### src/assert_macros.svh
// Assertion macros shared by the layer normalization RTL
`ifndef ASSERT_MACROS_SVH
`define ASSERT_MACROS_SVH
`ifndef SYNTHESIS
`define LN_ASSERT(lbl, clk, rst_n, prop, msg) \
    lbl: assert property (@(posedge clk) disable iff (!rst_n) prop) else $error(msg);
`define LN_ASSERT_NEVER(lbl, clk, rst_n, expr, msg) \
    lbl: assert property (@(posedge clk) disable iff (!rst_n) !(expr)) else $error(msg);
`else
`define LN_ASSERT(lbl, clk, rst_n, prop, msg)
`define LN_ASSERT_NEVER(lbl, clk, rst_n, expr, msg)
`endif
`endif

### src/lnorm_pkg.sv
// Shared types and constants of the layer normalization block
`default_nettype none
package lnorm_pkg;
    localparam int MAX_LEN_DEF = 64;
    localparam int DATA_W      = 16;
    localparam int EPS_W       = 16;
    localparam int IDX_W       = 6;
    localparam int CNT_W       = 7;
    localparam int SUM_W       = 24;
    localparam int SQ_W        = 40;
    localparam int VE_W        = 36;
    localparam int RAD_W       = 52;
    localparam int ROOT_W      = 26;
    localparam int DIV_NW      = 48;
    localparam int DIV_DW      = 26;
    localparam int Q_W         = 40;
    localparam logic [EPS_W-1:0] EPS_RESET = 16'd1;

    typedef struct packed {
        logic signed [DATA_W-1:0] sample;
        logic signed [DATA_W-1:0] scale;
        logic signed [DATA_W-1:0] shift;
    } t_elem;

    typedef struct packed {
        logic             en;
        logic             bank;
        logic [IDX_W-1:0] idx;
        t_elem            data;
    } t_wr;

    typedef struct packed {
        logic [CNT_W-1:0] count;
        logic             ovf;
        logic             bank;
    } t_job;

    typedef struct packed {
        logic signed [DATA_W-1:0] normalized;
        logic                     final_element;
        logic                     truncated;
    } t_res;

    typedef struct packed {
        logic busy;
        logic bank;
        logic div_busy;
        logic sqrt_busy;
    } t_bk_stat;
endpackage
`default_nettype wire

### src/lnorm_jobq.sv
// Two-entry job queue between front end and back end
`default_nettype none
module lnorm_jobq (
    input  wire              i_clk,
    input  wire              i_rst_n,
    input  wire              i_push,
    input  lnorm_pkg::t_job  i_job,
    input  wire              i_pop,
    output lnorm_pkg::t_job  o_job,
    output logic             o_full,
    output logic             o_empty,
    output logic [1:0]       o_cnt
);
    import lnorm_pkg::*;

    t_job       r_mem [2];
    logic       r_wp, r_rp;
    logic [1:0] r_cnt;
    logic       do_push, do_pop;

    assign o_full  = r_cnt == 2'd2;
    assign o_empty = r_cnt == 2'd0;
    assign o_cnt   = r_cnt;
    assign o_job   = r_mem[r_rp];
    assign do_push = i_push && !o_full;
    assign do_pop  = i_pop && !o_empty;

    // Hold job entries
    always_ff @(posedge i_clk) begin
        if (do_push) begin
            r_mem[r_wp] <= i_job;
        end
    end

    // Advance pointers and fill level
    always_ff @(posedge i_clk) begin
        if (!i_rst_n) begin
            r_wp  <= 1'b0;
            r_rp  <= 1'b0;
            r_cnt <= 2'd0;
        end else begin
            if (do_push) begin
                r_wp <= !r_wp;
            end
            if (do_pop) begin
                r_rp <= !r_rp;
            end
            r_cnt <= r_cnt + 2'(do_push) - 2'(do_pop);
        end
    end
endmodule
`default_nettype wire

### config.mk
export PLATFORM = sky130hd
export DESIGN_NAME = lnorm_jobq
export DESIGN_NICKNAME = d
export VERILOG_FILES = /design/src/assert_macros.svh /design/src/lnorm_pkg.sv /design/src/lnorm_jobq.sv
export SDC_FILE = /design/constraint.sdc
export NUM_CORES = 1
export LEC_CHECK = 0
export BUFFER_PORTS_ARGS = -buffer_cell sky130_fd_sc_hd__buf_2
export CORE_UTILIZATION = 48
export DETAILED_ROUTE_END_ITERATION = 10
export PLACE_DENSITY_LB_ADDON = 0.08
export RECOVER_POWER = 50
export SETUP_SLACK_MARGIN = 0.05
export SLEW_MARGIN = 0
export SYNTH_ARGS = -nofsm -noshare
export SYNTH_HDL_FRONTEND = slang
export SYNTH_SLANG_ARGS = --single-unit
export TNS_END_PERCENT = 10
### constraint.sdc
create_clock -name i_clk -period 2.2 [get_ports i_clk]
set_input_delay 0.11 -clock i_clk [delete_from_list [all_inputs] [get_ports i_clk]]
set_output_delay 0.11 -clock i_clk [all_outputs]
set_load 0.01 [all_outputs]
==> impl_results.md <==
* Worst max-slew margin expressed relative to the limit at 70.3%
* Layout overhead on the synthesized area at 30.3%
* Area share of the leading cell type in the synthesized netlist at between 60% and 70%
* Synthesized area per cell at 16.1 sq um
* Total leakage power at 0.000470 uW
* Most common cell in the synthesized netlist: sky130_fd_sc_hd__edfxtp_1
* Part of the Yosys area used for sequential elements at roughly 73%
* Final core utilization at about 67%
* Overall routed net length at ~1300 um
* Top-Level Pins at 26
* Core Box Area at between 1500 and 2000 sq um
* Synth Register Bits at 23
* Gpl congestion at 0.673
* Most used flip-flop cell after synthesis: sky130_fd_sc_hd__edfxtp_1
* Number of iterations in the first detailed-routing pass at 3
* Fill cell total of the finished layout at between 100 and 150
* TritonCTS sink count at 23
* Gate count after technology mapping at 55
* Startpoint type of the worst setup path: register
* CP Cell Sequence: nand2b_1, nand2_1, ha_1, inv_1, ha_1, xor2_1, and2_2, nor3_1
* Max-cap violations at 0
* DIE HEIGHT at 44.9 um
* Hold Path Class: in2reg
* Kind of cell with the highest combined delay on the critical path: simple AND/OR/NAND/NOR gates
* GRT Util Overall at 14.5%
* Pins over their slew limit at 0
* Upper clock frequency limit at 593 MHz
* Final net count at between 100 and 150
* Max VDD drop at 0.601 mV
* Global routing met3 resource utilization at 4.80%
* Total number of placement rows at 15
* Endpoint arrival time on the critical path at 1.91 ns
* Post-DP HPWL at 858 um
* Placed cell area at 1040 sq um
* Via count at 528
* Final period utilization at 76.6%
* Time the final worst path needs with I/O delays and setup at 1.69 ns
* H-tree depth reported by CTS at 1
* Total clock buffers created by CTS at 3
* Buf/Inv on CP at 1
* Master of the slowest instance on the critical path: sky130_fd_sc_hd__dfxtp_1
* Number of warnings printed during yosys synthesis at 0
* DIE AREA at between 2000 and 2500 sq um
* Run status: complete, no violations
* Post-synthesis instance area at 883 sq um
* Initial antenna violation count at 0
* Maximum number of pins on one net before global-route repair at 13
* Drt first-iter violations at 10
* Power per cell area at 1040 nW/um^2
* Critical path type: reg2reg
* Width of the die at 44.9 um
* Endpoints failing setup at 0
* Number of remaining DRC errors at 0
* First-pass GRT wire length at 1970 um
* Total nets after synthesis at 70
* Share of layout cells above drive strength 1 at 36.6%
* Most Frequent Cell on Critical Path: sky130_fd_sc_hd__ha_1
* Clock insertion delay at the later pin of the skew report at 0.29 ns
* Maximum net fanout on the critical path at 5
* Fin Clk Skew at 0.00187 ns
* Overall overflow remaining after global route at 0
* Maximum buffer depth of the clock tree at 2
* Unique cell type count in the Yosys netlist at 17
* Count of endpoints failing hold in the final timing report at 0
* Cell accounting for the most synthesized area: sky130_fd_sc_hd__edfxtp_1
* Via count of the first global-routing pass at 480
* Postcts setup bufs at 0
* Number of synthesized flops with an enable pin at 18
* Layer with the highest usage after global routing: met2
* Endpoint type of the worst setup path: register
* Root Buffer Master: sky130_fd_sc_hd__clkbuf_4
* Post-route ant nets at 0
* Slew at the pin closest to its max-slew limit at 0.446 ns
* Met1 Resource Use GR at 15.6%
* Per-cell via count in the routed design at ~4.5
* Most instantiated cells after synthesis: sky130_fd_sc_hd__edfxtp_1 (18), sky130_fd_sc_hd__mux2_2 (9), sky130_fd_sc_hd__dfxtp_1 (5), sky130_fd_sc_hd__nor2_1 (5), sky130_fd_sc_hd__inv_1 (3)
* Global routing usage on met2 at 25.3%
* Detail-routed net length per standard cell at 11.2 um
* Largest stage delay on the critical path at 0.40 ns
* Total Negative Setup Slacks at 0 ns
* Initial standard-cell utilization of the core at 51.2%
* Post-route design area at 1150 sq um
* Total inserted antenna cells at 0
* Final Hold Slack at roughly 0.06 ns
* Clk pin slew, worst setup/hold paths at around 0.11 ns
* Top cells by area in the synthesized netlist: sky130_fd_sc_hd__edfxtp_1 (61%), sky130_fd_sc_hd__mux2_2 (11%), sky130_fd_sc_hd__dfxtp_1 (11%)
* Proportion of synthesized flip-flops having asynchronous set or reset at 0%
* Required time at the worst-slack endpoint at between 2 and 2.5 ns
* Setup repair after global routing missed its margin: no
* IO Port Bufs at 25
* TritonCTS clock tree: done
==> cell type report <==
cell class / count / area, sq um / area share, %
timing repair buffer: 35 / 215 / 18.7
clock buffer: 4 / 26.3 / 2.28
sequential: 23 / 641 / 55.7
inverter: 3 / 11.3 / 0.978
multi-input combinational: 28 / 226 / 19.7
tap: 25 / 31.3 / 2.72
==> path summary, 6_finish.rpt <==
path | from | endpoint | slack (ns) | depth (start not counted)
worst min register to register | r_wp$_SDFFE_PN0P_ | r_wp$_SDFFE_PN0P_ | 0.50 | 2
worst max register to register | o_cnt[0]$_SDFF_PN0_ | o_cnt[1]$_SDFF_PN0_ | 0.51 | 8
worst max-delay path | o_cnt[0]$_SDFF_PN0_ | o_cnt[1]$_SDFF_PN0_ | 0.51 | 8
worst min-delay path | i_rst_n | o_cnt[0]$_SDFF_PN0_ | 0.06 | 2
==> worst reg2reg max path: stages (launching register included) <==
cell	delay, ns
sky130_fd_sc_hd__dfxtp_1	0.40
sky130_fd_sc_hd__nand2b_1	0.16
sky130_fd_sc_hd__nand2_1	0.11
sky130_fd_sc_hd__ha_1	0.29
sky130_fd_sc_hd__inv_1	0.04
sky130_fd_sc_hd__ha_1	0.18
sky130_fd_sc_hd__xor2_1	0.15
sky130_fd_sc_hd__and2_2	0.19
sky130_fd_sc_hd__nor3_1	0.11
==> power breakdown <==
group,switching (uW),internal (uW),leakage [uW]
sequential,59.4,566,0.000209
combinational,188,197,0.000245
clock,111,70.5,0.0000150
==> timing repair <==
action / in CTS / in global routing
hold endpoints to repair: 18 / 0
hold buffers: 9 / 0
resized for setup: 0 / 0
==> flip-flops by register name, summed over array words and instances (netlist names), named ones only <==
| register | flops |
|---|---|
| r_wp | 1 |
| r_mem | 18 |
| r_rp | 1 |
| o_cnt | 2 |
==> logic make-up (layout without fill, tap and decap cells) <==
kind of cell | Yosys count | after routing | share of synthesized area, %
compound gates | 1 | 1 | 0.992
flops | 23 | 23 | 72.5
fa+ha+maj | 2 | 2 | 2.83
buf+inv | 4 | 42 | 1.84
mux | 10 | 10 | 12.6
simple gates | 13 | 13 | 7.22
xor+xnor | 2 | 2 | 1.98
==> layer usage <==
metal / wire [um] / up-vias
met2: 683 / 13
met5: 0 / -
li1: - / 270
met3: 40 / 0
met4: 0 / 0
met1: 594 / 245
==> layout by cell type, fill, tap and decap left out, types with 2 or more instances in the layout <==
cell type and count:
sky130_fd_sc_hd__ha_1 2, sky130_fd_sc_hd__dlygate4sd3_1 9, sky130_fd_sc_hd__dfxtp_1 5, sky130_fd_sc_hd__mux2_2 9, sky130_fd_sc_hd__buf_2 18, sky130_fd_sc_hd__edfxtp_1 18
sky130_fd_sc_hd__clkbuf_1 7, sky130_fd_sc_hd__nand2b_1 2, sky130_fd_sc_hd__inv_1 3, sky130_fd_sc_hd__clkbuf_4 3, sky130_fd_sc_hd__nor2_1 5, sky130_fd_sc_hd__nand2_1 2
==> through the flow <==
| stage | worst slack (ns) | total power (uW) | cells |
|---|---|---|---|
| 2_1_floorplan | 0.570 | 880 | 55 |
| 3_3_place_gp | 0.591 | 1020 | 105 |
| 3_5_place_dp | 0.506 | 1020 | 105 |
| 4_1_cts | 0.501 | 1210 | 118 |
| 5_1_grt | 0.376 | 1270 | 118 |
| 6_report | 0.514 | 1190 | 118 |
No activity file was read; power rests on OpenSTA's default activity.
