**src/assert_macros.svh**
```systemverilog
// Assertion macros shared by the layer normalization RTL
`ifndef ASSERT_MACROS_SVH
`define ASSERT_MACROS_SVH
`ifndef SYNTHESIS
`define LN_ASSERT(lbl, clk, rst_n, prop, msg) \
    lbl: assert property (@(posedge clk) disable iff (!rst_n) prop) else $error(msg);
`define LN_ASSERT_NEVER(lbl, clk, rst_n, expr, msg) \
    lbl: assert property (@(posedge clk) disable iff (!rst_n) !(expr)) else $error(msg);
`else
`define LN_ASSERT(lbl, clk, rst_n, prop, msg)
`define LN_ASSERT_NEVER(lbl, clk, rst_n, expr, msg)
`endif
`endif

```
**src/lnorm_pkg.sv**
```systemverilog
// Shared types and constants of the layer normalization block
`default_nettype none
package lnorm_pkg;
    localparam int MAX_LEN_DEF = 64;
    localparam int DATA_W      = 16;
    localparam int EPS_W       = 16;
    localparam int IDX_W       = 6;
    localparam int CNT_W       = 7;
    localparam int SUM_W       = 24;
    localparam int SQ_W        = 40;
    localparam int VE_W        = 36;
    localparam int RAD_W       = 52;
    localparam int ROOT_W      = 26;
    localparam int DIV_NW      = 48;
    localparam int DIV_DW      = 26;
    localparam int Q_W         = 40;
    localparam logic [EPS_W-1:0] EPS_RESET = 16'd1;

    typedef struct packed {
        logic signed [DATA_W-1:0] sample;
        logic signed [DATA_W-1:0] scale;
        logic signed [DATA_W-1:0] shift;
    } t_elem;

    typedef struct packed {
        logic             en;
        logic             bank;
        logic [IDX_W-1:0] idx;
        t_elem            data;
    } t_wr;

    typedef struct packed {
        logic [CNT_W-1:0] count;
        logic             ovf;
        logic             bank;
    } t_job;

    typedef struct packed {
        logic signed [DATA_W-1:0] normalized;
        logic                     final_element;
        logic                     truncated;
    } t_res;

    typedef struct packed {
        logic busy;
        logic bank;
        logic div_busy;
        logic sqrt_busy;
    } t_bk_stat;
endpackage
`default_nettype wire

```
**src/lnorm_front.sv**
```systemverilog
// Front end: accepts items, writes the store and closes vectors into jobs
`default_nettype none
module lnorm_front #(
    parameter int MAX_LEN = 64
) (
    input  wire                           i_clk,
    input  wire                           i_rst_n,
    input  wire                           push,
    output logic                          full,
    input  wire  [lnorm_pkg::DATA_W-1:0]  i_sample,
    input  wire  [lnorm_pkg::DATA_W-1:0]  i_scale,
    input  wire  [lnorm_pkg::DATA_W-1:0]  i_shift,
    input  wire                           i_vector_end,
    input  wire                           i_jq_full,
    output logic                          o_jq_push,
    output lnorm_pkg::t_job               o_job,
    output lnorm_pkg::t_wr                o_wr
);
    import lnorm_pkg::*;

    logic [CNT_W-1:0] r_count, n_count;
    logic             r_ovf, n_ovf;
    logic             r_bank, n_bank;
    logic             accept;
    logic             store;

    assign full   = i_jq_full;
    assign accept = push && !i_jq_full;
    assign store  = r_count < CNT_W'(MAX_LEN);

    // Store write port
    always_comb begin
        o_wr.en          = accept && store;
        o_wr.bank        = r_bank;
        o_wr.idx         = r_count[IDX_W-1:0];
        o_wr.data.sample = i_sample;
        o_wr.data.scale  = i_scale;
        o_wr.data.shift  = i_shift;
    end

    // Count elements, flag drops, close the vector on its end marker
    always_comb begin
        n_count     = r_count;
        n_ovf       = r_ovf;
        n_bank      = r_bank;
        o_jq_push   = 1'b0;
        o_job.count = r_count + CNT_W'(store);
        o_job.ovf   = r_ovf || !store;
        o_job.bank  = r_bank;
        if (accept) begin
            if (i_vector_end) begin
                o_jq_push = 1'b1;
                n_count   = '0;
                n_ovf     = 1'b0;
                n_bank    = !r_bank;
            end else begin
                n_count = r_count + CNT_W'(store);
                n_ovf   = r_ovf || !store;
            end
        end
    end

    always_ff @(posedge i_clk) begin
        if (!i_rst_n) begin
            r_count <= '0;
            r_ovf   <= 1'b0;
            r_bank  <= 1'b0;
        end else begin
            r_count <= n_count;
            r_ovf   <= n_ovf;
            r_bank  <= n_bank;
        end
    end
endmodule
`default_nettype wire

```
**config.mk**
```make
export PLATFORM = sky130hd
export DESIGN_NAME = lnorm_front
export DESIGN_NICKNAME = d
export VERILOG_FILES = /design/src/assert_macros.svh /design/src/lnorm_pkg.sv /design/src/lnorm_front.sv
export SDC_FILE = /design/constraint.sdc
export NUM_CORES = 1
export LEC_CHECK = 0
export BUFFER_PORTS_ARGS = -buffer_cell sky130_fd_sc_hd__buf_2
export CAP_MARGIN = 10
export CORE_MARGIN = 5
export CORE_UTILIZATION = 34
export DETAILED_ROUTE_END_ITERATION = 10
export GPL_ROUTABILITY_DRIVEN = 0
export PLACE_DENSITY = 0.94
export SLEW_MARGIN = 15
export SYNTH_ARGS = -nofsm -noshare
export SYNTH_HDL_FRONTEND = slang
export SYNTH_SLANG_ARGS = --single-unit
export TNS_END_PERCENT = 1
```
**constraint.sdc**
```tcl
create_clock -name i_clk -period 3.4 [get_ports i_clk]
set_input_delay 0.34 -clock i_clk [delete_from_list [all_inputs] [get_ports i_clk]]
set_output_delay 0.34 -clock i_clk [all_outputs]
set_load 0.005 [all_outputs]
```
==> run summary <==
YOSYS
------------------------------------------------------------------------------------------------------
Instance count of the mapped netlist                                                               117
Main combinational cell family by area after synthesis                                    buffers and inverters
Post-synthesis average cell area                                                              8.05 um2
Netlist Area Pre-Place                                                                         942 um2
Yosys top cell area share                                                                        45.4%
Multiplexer share of the synthesized area                                                           0%
Post-synthesis cell type count                                                                      25
Synthesis warning total                                                                              0
Fraction of the mapped netlist area in compound gates                                            10.4%
Share of the yosys chip area belonging to registers                                              19.1%
Post-synth EDFFs                                                                                     0
Post-synth ARST share                                                                               0%
Yosys top cell by area                                                                           buf_4
Post-Synth XOR/XNOR Area                                                                         5.58%
Top FF cell, synth                                                                             dfxtp_1
Leading cell types by total area after synthesis                                          buf_4 (45%), dfxtp_1 (19%), xnor2_1 (3.7%), a21boi_1 (3.2%), ha_1 (2.7%)
Post-Synth Simple-Gate Area                                                                      15.5%
Flop and latch count out of synthesis                                                                9
Adder-cell share of the synthesized area                                                         2.66%
Post-Synthesis Net Count                                                                           172

CRITICAL PATH
------------------------------------------------------------------------------------------------------
CP endpoint kind                                                                          primary output
Number of cells traversed by the worst register-to-register path                                     6
Launch instance of the worst register-to-register path                                    r_count[6]$_SDFFE_PN0P_
Data required, critical path                                                                   3.06 ns
Type of the worst setup path                                                              flop to primary output
End of the worst register-to-register path                                                r_count[6]$_SDFFE_PN0P_
Element type at the critical path start                                                           flop
Data arrival time of the critical path                                                         1.65 ns
Crit-path max FO                                                                                     6
Internal reg-to-reg setup slack                                                                1.73 ns

DIE
------------------------------------------------------------------------------------------------------
Total I/O pin count                                                                                120
Core area                                                                                     2710 um2
FP Rows                                                                                             19
Die height                                                                                     62.6 um
Starting density of the core                                                                     34.8%
Die area                                                                                      3920 um2
Horiz. Die Dim                                                                                 62.6 um

FINISH
------------------------------------------------------------------------------------------------------
Most frequent cells in the layout                                                         buf_2 (23), dfxtp_1 (9), nand2_1 (6)
Number of antenna diodes                                                                             0
Layout cells sized above 1                                                                       32.6%
Area delta synth->final                                                                         -26.8%
Nets@finish                                                                                        142
Most common cell after layout, fill and taps aside                                               buf_2

STA
------------------------------------------------------------------------------------------------------
Number of slew-limit violations in the final report                                                  0
Final worst path period share                                                                    58.7%
Post-route worst hold slack                                                                   0.375 ns
Count of endpoints failing setup in the final report                                                 0
Max Fclk                                                                                       501 MHz
Unrepaired setup endpoints after global routing                                                     no
Final sum of negative setup slack                                                                 0 ns
Final number of hold-violating endpoints                                                             0
Tightest slew margin relative to the limit                                                       79.6%
Worst Clk Skew                                                                              0.00475 ns
Post-route worst setup slack                                                                   1.41 ns
Time the final worst path needs with I/O delays and setup                                      1.99 ns
Worst-Margin Slew                                                                             0.302 ns

GRT
------------------------------------------------------------------------------------------------------
First-pass GRT wire length                                                                     2790 um
Maximum number of pins on one net before global-route repair                                        10
Antenna violations before repair                                                                     0
Aggregate global routing overflow                                                                    0
Overall routing resource usage                                                                   9.18%
Number of global-route vias before repair                                                          586

JOB
------------------------------------------------------------------------------------------------------
Count of maximum capacitance violations                                                              0

PLACE
------------------------------------------------------------------------------------------------------
HPWL after detailed placement                                                                  1320 um
Port-buffer cells                                                                                   23
Setup slack at placement                                                                       1.68 ns

PWR
------------------------------------------------------------------------------------------------------
Net switching fraction of the power                                                              24.6%
Internal                                                                                        163 uW
Proportion of power drawn by the clock network                                                   39.5%
Leakage power                                                                                 0.316 nW
Register share of total power                                                                    49.9%
Max IR drop VDD                                                                               0.147 mV
Total power density per cell area                                                           314 nW/um2
Total power draw                                                                                217 uW
Logic pwr share                                                                                  10.6%
Switching component of the power                                                               53.3 uW

CLOCK NETWORK
------------------------------------------------------------------------------------------------------
Setup Buffers After CTS                                                                              0
TritonCTS clock tree                                                                              done
Maximum clock insertion buffer count                                                                 2
Post-cts resize count                                                                                0
Library cell used as clock root buffer                                                        clkbuf_4
Cts bufs inserted                                                                                    3
Clk_lat worst skew                                                                             0.27 ns
Number of clock sinks seen by CTS                                                                    9
Post-cts hold buffer count                                                                           0
Clock transition at the register clock pins on the worst setup and hold paths after CTS        0.06 ns
H-tree levels                                                                                        1

DRT
------------------------------------------------------------------------------------------------------
1st-pass router iterations                                                                           4
Met1 wire length                                                                                659 um
Overall via count from detail_route                                                                565
Via-to-Cell Ratio                                                                                 4.83
Met3 WL post-DR                                                                                 256 um
Routed length per placed instance                                                              14.7 um
Detailed router's first-iteration violation count                                                   19
Highest routed metal layer                                                                        met4
Met2 Wirelength                                                                                 678 um
Overall routed net length                                                                      1720 um
Remaining DRCs                                                                                       0
Final antenna-violating net count                                                                    0

OUTCOME
------------------------------------------------------------------------------------------------------
Result of the run                                                                         finished clean

HOLD PATH
------------------------------------------------------------------------------------------------------
Worst Hold Launch                                                                              i_rst_n
Hold WC Path Type                                                                         primary input to flop
Worst hold stages                                                                                    3
Hold path endpoint                                                                        r_ovf$_SDFFE_PN0P_

-- cells in the mapped netlist (3+ instances only) --
| cell | number |
|---|---|
| buf_4 | 57 |
| dfxtp_1 | 9 |
| nand2_1 | 6 |
| a21boi_1 | 4 |
| nor2_1 | 4 |
| xnor2_1 | 4 |
| a21boi_0 | 3 |
| nand3_1 | 3 |
| nand3b_1 | 3 |
-- sequential cells by signal (all words and copies together) (netlist names) --
register,count
r_ovf,1
r_count,7
r_bank,1
-- power groups by stage --
stage	registers [mW]	logic, mW	clock network [mW]
floorplan	0.110	0.0604	0
global placement	0.110	0.0230	0
detailed placement	0.110	0.0236	0
CTS	0.108	0.0236	0.0880
global route	0.108	0.0261	0.0992
finish	0.108	0.0230	0.0855
-- area by class of cell --
type,instances,area (um2)
inverter,2,7.51
timing repair buffer,23,115
clock buffer,4,26.3
tap,31,38.8
sequential,9,180
fill,311,2020
multi-input combinational,48,322
-- critical path: stages (launching register included) --
cell	delay [ns]
dfxtp_1	0.39
inv_1	0.09
ha_1	0.23
ha_1	0.24
nand2_1	0.11
nor2_1	0.06
xnor2_1	0.13
buf_2	0.13
-- per-stage QoR --
stage          util [%]  instances  area (um2)
5_1_grt            25.4        117         689
3_3_place_gp       24.5        113         663
6_report           25.4        117         689
2_1_floorplan         -        117         942
4_1_cts            25.4        117         689
3_5_place_dp       24.5        113         663
-- kinds of logic (layout without fill, tap and decap cells) --
kind of cell	Yosys count	after routing
AO/OA/AOI/OAI	14	14
XOR/XNOR	6	6
adder cells (fa/ha/maj)	2	2
buffers and inverters	60	29
flip-flops	9	9
AND/OR/NAND/NOR	26	26
-- worst max path at each step --
| stage | start | endpoint |
|---|---|---|
| after global routing | r_count[6]$_SDFFE_PN0P_ | o_job[8] |
| after detailed placement | r_count[6]$_SDFFE_PN0P_ | o_job[8] |
| after global placement | r_count[6]$_SDFFE_PN0P_ | o_job[8] |
| after CTS | r_count[6]$_SDFFE_PN0P_ | o_job[8] |
| after floorplan | r_count[6]$_SDFFE_PN0P_ | r_count[6]$_SDFFE_PN0P_ |
| final | r_count[6]$_SDFFE_PN0P_ | o_job[8] |
-- routing by layer --
metal	GRT usage [%]	vias to the layer above
li1	-	267
met1	9.09	253
met2	11.7	26
met3	7.91	19
met4	7.96	0
met5	0	-
No activity file was read; power rests on OpenSTA's default activity.
